`src/design/aasf_pkg.sv`:
```
// Package for the ALU, barrel shifter and flags block: operation and condition codes,
// flag bit positions, item structures and the condition check function.
// Depends on nothing; used by aasf_alu and arm_alu_shifter_flags_core.
package aasf_pkg;

    typedef enum logic [3:0] {
        OP_ADD     = 4'd0,
        OP_SUB     = 4'd1,
        OP_LSL     = 4'd2,
        OP_LSR     = 4'd3,
        OP_ASR     = 4'd4,
        OP_ROR     = 4'd5,
        OP_RRX     = 4'd6,
        OP_LOGIC   = 4'd7,
        OP_MUL     = 4'd8,
        OP_COND    = 4'd9,
        OP_WRFLAGS = 4'd10
    } op_t;

    localparam logic [3:0] COND_EQ = 4'd0;
    localparam logic [3:0] COND_NE = 4'd1;
    localparam logic [3:0] COND_CS = 4'd2;
    localparam logic [3:0] COND_CC = 4'd3;
    localparam logic [3:0] COND_MI = 4'd4;
    localparam logic [3:0] COND_PL = 4'd5;
    localparam logic [3:0] COND_VS = 4'd6;
    localparam logic [3:0] COND_VC = 4'd7;
    localparam logic [3:0] COND_HI = 4'd8;
    localparam logic [3:0] COND_LS = 4'd9;
    localparam logic [3:0] COND_GE = 4'd10;
    localparam logic [3:0] COND_LT = 4'd11;
    localparam logic [3:0] COND_GT = 4'd12;
    localparam logic [3:0] COND_LE = 4'd13;
    localparam logic [3:0] COND_AL = 4'd14;
    localparam logic [3:0] COND_NV = 4'd15;

    // NZCV positions within the 4-bit flag word
    localparam int FL_N = 3;
    localparam int FL_Z = 2;
    localparam int FL_C = 1;
    localparam int FL_V = 0;

    localparam logic [2:0] MAX_MUL_CYCLES = 3'd4;

    typedef struct packed {
        logic [3:0]  op;
        logic [31:0] operand_a;
        logic [31:0] operand_b;
        logic [31:0] operand_c;
        logic        carry_in;
        logic [7:0]  shift_amount;
        logic        set_flags;
        logic [3:0]  condition;
    } in_item_t;

    typedef struct packed {
        logic [31:0] result;
        logic        shift_carry_out;
        logic [3:0]  flags_out;
        logic        condition_passed;
        logic [2:0]  mul_cycles;
    } out_item_t;

    function automatic logic cond_holds(input logic [3:0] code, input logic [3:0] f);
        logic n;
        logic z;
        logic c;
        logic v;
        logic ok;
        n = f[FL_N];
        z = f[FL_Z];
        c = f[FL_C];
        v = f[FL_V];
        case (code)
            COND_EQ: ok = z;
            COND_NE: ok = !z;
            COND_CS: ok = c;
            COND_CC: ok = !c;
            COND_MI: ok = n;
            COND_PL: ok = !n;
            COND_VS: ok = v;
            COND_VC: ok = !v;
            COND_HI: ok = c && !z;
            COND_LS: ok = !c || z;
            COND_GE: ok = (n == v);
            COND_LT: ok = (n != v);
            COND_GT: ok = !z && (n == v);
            COND_LE: ok = z || (n != v);
            COND_AL: ok = 1'b1;
            default: ok = 1'b0;
        endcase
        return ok;
    endfunction

endpackage

```
`src/design/aasf_in_if.sv`:
```
// Request channel interface: valid/ready handshake plus the operation fields.
// Depends on nothing.
interface aasf_in_if;
    logic        valid;
    logic        ready;
    logic [3:0]  op;
    logic [31:0] operand_a;
    logic [31:0] operand_b;
    logic [31:0] operand_c;
    logic        carry_in;
    logic [7:0]  shift_amount;
    logic        set_flags;
    logic [3:0]  condition;

    modport source (
        output valid, op, operand_a, operand_b, operand_c, carry_in,
               shift_amount, set_flags, condition,
        input  ready
    );
    modport sink (
        input  valid, op, operand_a, operand_b, operand_c, carry_in,
               shift_amount, set_flags, condition,
        output ready
    );
endinterface

```
`src/design/aasf_out_if.sv`:
```
// Result channel interface: valid/ready handshake plus the result fields.
// Depends on nothing.
interface aasf_out_if;
    logic        valid;
    logic        ready;
    logic [31:0] result;
    logic        shift_carry_out;
    logic [3:0]  flags_out;
    logic        condition_passed;
    logic [2:0]  mul_cycles;

    modport source (
        output valid, result, shift_carry_out, flags_out, condition_passed, mul_cycles,
        input  ready
    );
    modport sink (
        input  valid, result, shift_carry_out, flags_out, condition_passed, mul_cycles,
        output ready
    );
endinterface

```
`src/design/aasf_alu.sv`:
```
// Single-pass datapath: adder, barrel shifter, multiply-accumulate and flag logic.
// Takes the current flags and shifter carry, returns the result and the next state.
// Depends on aasf_pkg.
module aasf_alu (
    input  aasf_pkg::in_item_t  item,
    input  logic [3:0]          flags,
    input  logic                shift_carry,
    output aasf_pkg::out_item_t res,
    output logic [3:0]          flags_next,
    output logic                shift_carry_next
);

    logic [31:0] a;
    logic [31:0] add_b;
    logic [32:0] sum;
    logic [31:0] mac;
    logic [32:0] lsl_wide;
    logic [32:0] lsr_wide;
    logic [32:0] asr_wide;
    logic [31:0] ror_wide;
    logic [4:0]  sh_lo;
    logic        sh_zero;
    logic        sh_small;
    logic        sh_32;
    logic        cflag;
    logic        ones8;
    logic        ones16;
    logic        ones24;
    logic [31:0] r;
    logic [2:0]  cycles;

    assign a        = item.operand_a;
    assign cflag    = flags[aasf_pkg::FL_C];
    assign sh_lo    = item.shift_amount[4:0];
    assign sh_zero  = (item.shift_amount == 8'd0);
    assign sh_small = (item.shift_amount[7:5] == 3'd0);
    assign sh_32    = (item.shift_amount == 8'd32);

    assign add_b = (item.op == aasf_pkg::OP_SUB) ? ~item.operand_b : item.operand_b;
    assign sum   = {1'b0, a} + {1'b0, add_b} + {32'd0, item.carry_in};
    assign mac   = item.operand_c + (a * item.operand_b);

    // carry comes out of the bit just past the shifted word
    assign lsl_wide = {1'b0, a} << sh_lo;
    assign lsr_wide = {a, 1'b0} >> sh_lo;
    assign asr_wide = 33'($signed({a, 1'b0}) >>> sh_lo);
    assign ror_wide = 32'({a, a} >> sh_lo);

    // each top field of the multiplier that is neither all zero nor all one adds to mul_cycles
    assign ones8  = (item.operand_b[31:8] != 24'd0) && (item.operand_b[31:8] != 24'hffffff);
    assign ones16 = (item.operand_b[31:16] != 16'd0) && (item.operand_b[31:16] != 16'hffff);
    assign ones24 = (item.operand_b[31:24] != 8'd0) && (item.operand_b[31:24] != 8'hff);

    always_comb
    begin
        r                = 32'd0;
        cycles           = 3'd0;
        flags_next       = flags;
        shift_carry_next = shift_carry;
        case (item.op)
            aasf_pkg::OP_ADD, aasf_pkg::OP_SUB:
            begin
                r = sum[31:0];
                if (item.set_flags)
                begin
                    flags_next[aasf_pkg::FL_N] = sum[31];
                    flags_next[aasf_pkg::FL_Z] = (sum[31:0] == 32'd0);
                    flags_next[aasf_pkg::FL_C] = sum[32];
                    flags_next[aasf_pkg::FL_V] = ~(a[31] ^ add_b[31]) & (a[31] ^ sum[31]);
                end
            end
            aasf_pkg::OP_LSL:
            begin
                if (sh_zero)
                begin
                    r                = a;
                    shift_carry_next = cflag;
                end
                else if (sh_small)
                begin
                    r                = lsl_wide[31:0];
                    shift_carry_next = lsl_wide[32];
                end
                else
                begin
                    shift_carry_next = sh_32 ? a[0] : 1'b0;
                end
            end
            aasf_pkg::OP_LSR:
            begin
                if (sh_zero)
                begin
                    r                = a;
                    shift_carry_next = cflag;
                end
                else if (sh_small)
                begin
                    r                = lsr_wide[32:1];
                    shift_carry_next = lsr_wide[0];
                end
                else
                begin
                    shift_carry_next = sh_32 ? a[31] : 1'b0;
                end
            end
            aasf_pkg::OP_ASR:
            begin
                if (sh_zero)
                begin
                    r                = a;
                    shift_carry_next = cflag;
                end
                else if (sh_small)
                begin
                    r                = asr_wide[32:1];
                    shift_carry_next = asr_wide[0];
                end
                else
                begin
                    r                = {32{a[31]}};
                    shift_carry_next = a[31];
                end
            end
            aasf_pkg::OP_ROR:
            begin
                if (sh_zero)
                begin
                    r                = a;
                    shift_carry_next = cflag;
                end
                else
                begin
                    r                = ror_wide;
                    shift_carry_next = ror_wide[31];
                end
            end
            aasf_pkg::OP_RRX:
            begin
                r                = {cflag, a[31:1]};
                shift_carry_next = a[0];
            end
            aasf_pkg::OP_LOGIC:
            begin
                r = a;
                if (item.set_flags)
                begin
                    flags_next[aasf_pkg::FL_N] = a[31];
                    flags_next[aasf_pkg::FL_Z] = (a == 32'd0);
                    flags_next[aasf_pkg::FL_C] = shift_carry;
                end
            end
            aasf_pkg::OP_MUL:
            begin
                r      = mac;
                cycles = 3'd1 + {2'd0, ones8} + {2'd0, ones16} + {2'd0, ones24};
                if (item.set_flags)
                begin
                    flags_next[aasf_pkg::FL_N] = mac[31];
                    flags_next[aasf_pkg::FL_Z] = (mac == 32'd0);
                end
            end
            aasf_pkg::OP_WRFLAGS:
            begin
                flags_next = a[31:28];
            end
            default:
            begin
                r = 32'd0;
            end
        endcase
    end

    always_comb
    begin
        res.result           = r;
        res.shift_carry_out  = shift_carry_next;
        res.flags_out        = flags_next;
        res.condition_passed = aasf_pkg::cond_holds(item.condition, flags_next);
        res.mul_cycles       = cycles;
    end

endmodule

```
`src/design/arm_alu_shifter_flags_core.sv`:
```
// ALU, barrel shifter and NZCV flags. A request passes through the input register, then
// the result register, before its result is valid.
// Throughput: one request per cycle while res.ready is held high; the flags written by one
// request feed the next with no bubble.
// Reset (rst_n low, asynchronous): both stages empty, NZCV and shifter carry cleared.
// Depends on aasf_pkg, aasf_in_if, aasf_out_if and aasf_alu.
module arm_alu_shifter_flags_core (
    input  logic          clk,
    input  logic          rst_n,
    aasf_in_if.sink       cmd,
    aasf_out_if.source    res
);

    logic                s1_valid_reg;
    aasf_pkg::in_item_t  s1_item_reg;
    logic                out_valid_reg;
    aasf_pkg::out_item_t out_item_reg;
    logic [3:0]          flags_reg;
    logic                sc_reg;

    aasf_pkg::out_item_t out_item_next;
    logic [3:0]          flags_next;
    logic                sc_next;
    logic                advance;
    aasf_pkg::in_item_t  cmd_item;

    assign advance   = s1_valid_reg && (!out_valid_reg || res.ready);
    assign cmd.ready = !s1_valid_reg || advance;

    always_comb
    begin
        cmd_item.op           = cmd.op;
        cmd_item.operand_a    = cmd.operand_a;
        cmd_item.operand_b    = cmd.operand_b;
        cmd_item.operand_c    = cmd.operand_c;
        cmd_item.carry_in     = cmd.carry_in;
        cmd_item.shift_amount = cmd.shift_amount;
        cmd_item.set_flags    = cmd.set_flags;
        cmd_item.condition    = cmd.condition;
    end

    aasf_alu u_alu (
        .item             (s1_item_reg),
        .flags            (flags_reg),
        .shift_carry      (sc_reg),
        .res              (out_item_next),
        .flags_next       (flags_next),
        .shift_carry_next (sc_next)
    );

    always_ff @(posedge clk or negedge rst_n)
    begin
        if (!rst_n)
        begin
            s1_valid_reg  <= 1'b0;
            out_valid_reg <= 1'b0;
            flags_reg     <= 4'd0;
            sc_reg        <= 1'b0;
        end
        else
        begin
            if (cmd.valid && cmd.ready)
            begin
                s1_valid_reg <= 1'b1;
            end
            else if (advance)
            begin
                s1_valid_reg <= 1'b0;
            end

            if (advance)
            begin
                out_valid_reg <= 1'b1;
                flags_reg     <= flags_next;
                sc_reg        <= sc_next;
            end
            else if (res.ready)
            begin
                out_valid_reg <= 1'b0;
            end
        end
    end

    always_ff @(posedge clk)
    begin
        if (cmd.valid && cmd.ready)
        begin
            s1_item_reg <= cmd_item;
        end
        if (advance)
        begin
            out_item_reg <= out_item_next;
        end
    end

    assign res.valid            = out_valid_reg;
    assign res.result           = out_item_reg.result;
    assign res.shift_carry_out  = out_item_reg.shift_carry_out;
    assign res.flags_out        = out_item_reg.flags_out;
    assign res.condition_passed = out_item_reg.condition_passed;
    assign res.mul_cycles       = out_item_reg.mul_cycles;

`ifndef SYNTHESIS
    // the held result always reports the live flag state
    a_flags_track: assert property (@(posedge clk) disable iff (!rst_n)
        out_valid_reg |-> (out_item_reg.flags_out == flags_reg)
                          && (out_item_reg.shift_carry_out == sc_reg))
        else $error("result flags disagree with flag state");

    a_mul_cycles: assert property (@(posedge clk) disable iff (!rst_n)
        out_valid_reg |-> (out_item_reg.mul_cycles <= aasf_pkg::MAX_MUL_CYCLES))
        else $error("multiply cycle count out of range");

    // a request blocked by a full result stage must still be there next cycle
    a_stage_hold: assert property (@(posedge clk) disable iff (!rst_n)
        (s1_valid_reg && !advance) |=> (s1_valid_reg && $stable(s1_item_reg)))
        else $error("input stage lost a request while stalled");

    a_flags_only_on_advance: assert property (@(posedge clk) disable iff (!rst_n)
        !$past(advance) |-> ($stable(flags_reg) && $stable(sc_reg)))
        else $error("flag state changed without a request completing");
`endif

endmodule
```
`src/flat_wrapper.sv`:
```
// flat-port wrapper written by rule: the top's interface ports become plain ports
module arm_alu_shifter_flags_core_flat 
  (clk, rst_n, cmd_valid, cmd_op, cmd_operand_a, cmd_operand_b, cmd_operand_c, cmd_carry_in, cmd_shift_amount, cmd_set_flags, cmd_condition, cmd_ready, res_valid, res_result, res_shift_carry_out, res_flags_out, res_condition_passed, res_mul_cycles, res_ready);
  aasf_in_if cmd_i ();
  aasf_out_if res_i ();
  input  logic clk;
  input  logic rst_n;
  input wire logic [$bits(cmd_i.valid)-1:0] cmd_valid;
  input wire logic [$bits(cmd_i.op)-1:0] cmd_op;
  input wire logic [$bits(cmd_i.operand_a)-1:0] cmd_operand_a;
  input wire logic [$bits(cmd_i.operand_b)-1:0] cmd_operand_b;
  input wire logic [$bits(cmd_i.operand_c)-1:0] cmd_operand_c;
  input wire logic [$bits(cmd_i.carry_in)-1:0] cmd_carry_in;
  input wire logic [$bits(cmd_i.shift_amount)-1:0] cmd_shift_amount;
  input wire logic [$bits(cmd_i.set_flags)-1:0] cmd_set_flags;
  input wire logic [$bits(cmd_i.condition)-1:0] cmd_condition;
  output wire logic [$bits(cmd_i.ready)-1:0] cmd_ready;
  output wire logic [$bits(res_i.valid)-1:0] res_valid;
  output wire logic [$bits(res_i.result)-1:0] res_result;
  output wire logic [$bits(res_i.shift_carry_out)-1:0] res_shift_carry_out;
  output wire logic [$bits(res_i.flags_out)-1:0] res_flags_out;
  output wire logic [$bits(res_i.condition_passed)-1:0] res_condition_passed;
  output wire logic [$bits(res_i.mul_cycles)-1:0] res_mul_cycles;
  input wire logic [$bits(res_i.ready)-1:0] res_ready;
  assign cmd_i.valid = cmd_valid;
  assign cmd_i.op = cmd_op;
  assign cmd_i.operand_a = cmd_operand_a;
  assign cmd_i.operand_b = cmd_operand_b;
  assign cmd_i.operand_c = cmd_operand_c;
  assign cmd_i.carry_in = cmd_carry_in;
  assign cmd_i.shift_amount = cmd_shift_amount;
  assign cmd_i.set_flags = cmd_set_flags;
  assign cmd_i.condition = cmd_condition;
  assign cmd_ready = cmd_i.ready;
  assign res_valid = res_i.valid;
  assign res_result = res_i.result;
  assign res_shift_carry_out = res_i.shift_carry_out;
  assign res_flags_out = res_i.flags_out;
  assign res_condition_passed = res_i.condition_passed;
  assign res_mul_cycles = res_i.mul_cycles;
  assign res_i.ready = res_ready;
  arm_alu_shifter_flags_core u_core (.clk(clk), .rst_n(rst_n), .cmd(cmd_i), .res(res_i));
endmodule
```
`config.mk`:
```
export PLATFORM = sky130hd
export DESIGN_NAME = arm_alu_shifter_flags_core_flat
export DESIGN_NICKNAME = d
export VERILOG_FILES = /design/src/design/aasf_pkg.sv /design/src/design/aasf_in_if.sv /design/src/design/aasf_out_if.sv /design/src/design/aasf_alu.sv /design/src/design/arm_alu_shifter_flags_core.sv /design/src/flat_wrapper.sv
export SDC_FILE = /design/constraint.sdc
export NUM_CORES = 2
export LEC_CHECK = 0
export BUFFER_PORTS_ARGS = -buffer_cell sky130_fd_sc_hd__buf_2
export CORE_UTILIZATION = 25
export CTS_CLUSTER_DIAMETER = 120
export CTS_CLUSTER_SIZE = 10
export DETAILED_ROUTE_END_ITERATION = 6
export HOLD_SLACK_MARGIN = 0.05
export SYNTH_ARGS = -nofsm -noshare
export SYNTH_HDL_FRONTEND = slang
export SYNTH_SLANG_ARGS = --single-unit
```
`constraint.sdc`:
```
create_clock -name clk -period 7.3 [get_ports clk]
set_input_delay 0.73 -clock clk [delete_from_list [all_inputs] [get_ports clk]]
set_output_delay 0.73 -clock clk [all_outputs]
set_load 0.01 [all_outputs]
```
==> results.rst <==
.. list-table::
   :header-rows: 1

   * - Metric
     - Value
   * - Placeable core region
     - 120000 sq um
   * - Master of the slowest instance on the critical path
     - fa_1
   * - Unrepaired setup endpoints after global routing
     - yes
   * - Run status
     - finished with violations
   * - Type of the most critical hold path
     - in -> reg
   * - Crit Reg-Reg Startpoint
     - u_core.s1_item_reg[48]$_DFFE_PP_
   * - Global-route wire length before repair
     - 182000 um
   * - Hold_sp
     - cmd_operand_c[31]
   * - Die height
     - 351 um
   * - Die width
     - roughly 350 um
   * - Synthesized net count
     - ~4100
   * - Endpoint of the worst hold-timing path
     - u_core.s1_item_reg[45]$_DFFE_PP_
   * - Deepest clock path buffer count
     - 2
   * - Largest area contributor in the netlist
     - fa_1
   * - Sinks on the clock net
     - 162
   * - Number of flip-flops under the largest register name
     - 114
   * - Hold-critical path depth
     - 1
   * - Via count of the first global-routing pass
     - 27303
   * - # Max-Cap Violations
     - 0
   * - Worst path arrival time
     - 8460 ps
   * - Highest clock rate
     - 122 MHz
   * - Final setup vio count
     - 13
   * - Count of unresolved DRC violations after routing
     - 0
   * - Post-Place Cell Area
     - 35300 sq um
   * - Antenna violations before repair
     - 8
   * - Stage delay of the slowest cell on the critical path
     - roughly 560 ps
   * - Mean cell area of the mapped netlist
     - 8.86 sq um
   * - Number of nets in the layout
     - 4458
   * - Sequential fraction of the synthesis area
     - 0.159
   * - GR Layer Usage met2
     - 0.325
   * - Post-synthesis instance area
     - 30400 sq um
   * - Number of instances in the placed design
     - 5316
   * - Crit path launch type
     - flip-flop
   * - Capturing element type of the critical path
     - flip-flop
   * - CTS tree
     - built
   * - Synth Instances
     - 3427
   * - Fin crit period
     - ~8200 ps
   * - Most numerous cell on the critical path
     - fa_1
   * - GR Layer Usage met3
     - 0.0330
   * - Final Hold Viols
     - 0
   * - Avg WL per Cell
     - about 23 um
   * - GR peak layer
     - met2
   * - First-pass iteration count of the detailed router
     - 7
   * - Residual antenna-violating net count after detailed routing
     - 0
   * - Routability cong.
     - 1.01
   * - Proportion of layout cells with a drive suffix above 1
     - 0.190
   * - Std cell rows
     - around 130
   * - Global-route total usage across every layer
     - 0.204
   * - Boundary pin count
     - about 160
   * - FF-to-FF End
     - u_core.res.condition_passed$_DFFE_PP_
   * - HPWL after detailed placement
     - between 100000 and 150000 um
   * - Pins Over Slew Limit
     - 0
   * - Worst setup slack for register-to-register paths
     - -890 ps
   * - Starting density of the core
     - 0.253
   * - Violated checks
     - setup timing
   * - Via-to-Cell Ratio
     - 4.95
   * - Number of distinct library cells after synthesis
     - 88
   * - Die ar.
     - 123000 sq um
   * - FFs w/ async S/R, synth
     - 0.0432
   * - Clock buffer count from CTS
     - 17
   * - Cells on worst reg2reg path
     - 29
   * - Worst Path Max Fanout
     - 9
   * - Clock H-tree levels
     - 4
   * - 1st-iter DRT viols
     - 2467
   * - M1 GR Usage
     - 0.261
   * - Area share of the largest cell type after synthesis
     - 0.290
   * - Root buf cell
     - clkbuf_16
   * - Overflow after GRT
     - 0
   * - Largest net degree at the start of global routing
     - 65
   * - Drt total wl
     - 124000 um
   * - Clock insertion delay at the later pin of the skew report
     - 540 ps
   * - WS Path Type
     - reg -> reg
   * - Final standard cell count with taps included and fillers excluded
     - about 5400
   * - Final critical-path share of the clock period
     - 1.12
   * - Number of enable flip-flop cells after synthesis
     - 155
   * - Total of buffers placed on input and output ports
     - 160
   * - Rel. slew slack
     - 0.0759
   * - Growth of design area from synthesis to finish
     - 20.5%
   * - Synthesis warning total
     - 0
   * - Largest clock skew in the final design
     - around 24 ps
   * - Total of flip-flops plus latches after synthesis
     - around 160
   * - Slew at the pin with the worst max-slew slack
     - 1370 ps
   * - Endpoint required time on the critical path
     - 7570 ps
   * - Commonest register cell after synthesis
     - edfxtp_1
   * - Vias
     - 26581
   * - Ranking of synthesized cells by area
     - fa_1 29%, edfxtp_1 15%, and2_1 6.8%
   * - Cell area after layout
     - 36600 sq um
   * - Clock Pin Slew Worst Setup and Hold Paths
     - 70 ps
   * - Setup slack after layout
     - -890 ps
cell usage in the layout, fill, tap and decap left out, types with 11 or more instances in the layout:
| cell | n |
|---|---|
| fa_1 | 432 |
| ha_4 | 13 |
| nand2_1 | 330 |
| nor4_1 | 21 |
| a221o_1 | 12 |
| a21o_1 | 33 |
| o21a_1 | 18 |
| and2_4 | 11 |
| nor3_1 | 20 |
| o22ai_1 | 15 |
| xnor2_1 | 79 |
| mux2_2 | 27 |
| mux2i_1 | 105 |
| buf_12 | 30 |
| o21ai_0 | 179 |
| clkbuf_16 | 17 |
| o211ai_1 | 19 |
| ha_1 | 144 |
| inv_2 | 20 |
| a221oi_1 | 13 |
| xor2_1 | 61 |
| a21oi_1 | 137 |
| inv_1 | 493 |
| nand3_1 | 21 |
| buf_4 | 302 |
| edfxtp_1 | 155 |
| nand2b_1 | 49 |
| buf_2 | 162 |
| and2_1 | 319 |
| nor2_1 | 180 |
| nand4_1 | 19 |
| a211oi_1 | 19 |
| o221ai_1 | 12 |
| buf_6 | 24 |
| a222oi_1 | 11 |
through the flow:
stage	hold WS (ps)	worst slack [ps]	TNS, ps	util
2_1_floorplan	434	-514	-1100	-
3_3_place_gp	467	-923	-5420	0.294
3_5_place_dp	483	-934	-5800	0.294
4_1_cts	294	-865	-3920	0.301
5_1_grt	322	-1220	-8280	0.305
6_report	362	-890	-4520	0.305
repair_timing:
item,in CTS,in global routing
setup buffers,10,12
hold buffers,1,0
setup endpoints to repair,19,20
endpoints found under the hold margin,7,0
gates cloned,0,1
gates resized for setup,47,84
pin swaps,19,69
layout make-up:
| cell class | instances | area, sq um |
|---|---|---|
| Fill cell | 12784 | 83500 |
| Inverter | 513 | 1930 |
| Sequential cell | 162 | 4830 |
| Antenna cell | 1 | 2.50 |
| Clock inverter | 14 | 126 |
| Multi-Input combinational cell | 2526 | 23300 |
| Clock buffer | 17 | 425 |
| Timing Repair Buffer | 522 | 4000 |
| Tap cell | 1612 | 2020 |
cell usage after synthesis (10+ instances only):
master and instances:
a21oi_1 145, fa_1 440, a211oi_1 20, inv_1 510
xor2_1 61, nand2b_1 49, a221o_1 13, ha_1 158
o221ai_1 15, nor3_1 26, edfxtp_1 155, o21ai_0 183
nor4_1 22, o21a_1 18, a21o_1 33, a222oi_1 11
mux2i_1 105, xnor2_1 82, nand2_1 334, nor2_1 184
a31oi_1 10, a221oi_1 15, buf_1 21, o211ai_1 19
mux2_2 29, or3_1 12, and2_1 331, nand4_1 19
nand3_1 23, clkbuf_1 182, o22ai_1 15, buf_2 21
worst max-delay path by stage:
stage,start,endpoint,slack [ps],depth (start not counted)
floorplan,u_core.s1_item_reg[92]$_DFFE_PP_,u_core.res.condition_passed$_DFFE_PP_,-510,31
global placement,u_core.s1_item_reg[51]$_DFFE_PP_,u_core.res.condition_passed$_DFFE_PP_,-920,29
detailed placement,u_core.s1_item_reg[89]$_DFFE_PP_,u_core.res.condition_passed$_DFFE_PP_,-930,29
CTS,u_core.s1_item_reg[51]$_DFFE_PP_,u_core.res.condition_passed$_DFFE_PP_,-860,29
global route,u_core.s1_item_reg[51]$_DFFE_PP_,u_core.res.condition_passed$_DFFE_PP_,-1220,30
finish,u_core.s1_item_reg[48]$_DFFE_PP_,u_core.res.condition_passed$_DFFE_PP_,-890,29
layer usage:
| layer | wire length [um] | part of all wire |
|---|---|---|
| met4 | 7570 | 0.061 |
| met5 | 48 | 0.00039 |
| met3 | 8410 | 0.068 |
| met2 | 56500 | 0.46 |
| met1 | 51300 | 0.41 |
worst max-delay path: cells and delay by family, from the launching register on:
kind,cells,cell delay (ps)
AO/OA/AOI/OAI,7,1470
buffers and inverters,6,520
flip-flops,1,500
multiplexers,1,190
adder cells (fa/ha/maj),9,4010
AND/OR/NAND/NOR,6,1210
cells by family (layout without fill, tap and decap cells):
kind of cell | after synthesis | count (layout) | share of synthesized area
DFF | 162 | 162 | 0.159
buffers and inverters | 739 | 1066 | 0.0924
xor gates and xnor gates | 145 | 145 | 0.0427
AOI/OAI and AO/OA | 588 | 588 | 0.124
adders and majority gates | 598 | 598 | 0.355
other | 0 | 1 | 0
and+or+nand+nor | 1052 | 1052 | 0.174
muxes | 143 | 143 | 0.0520
Power is left out: the tool's default activity adds up to more than one toggle a clock period on the data nets, which glitch-free logic cannot reach.
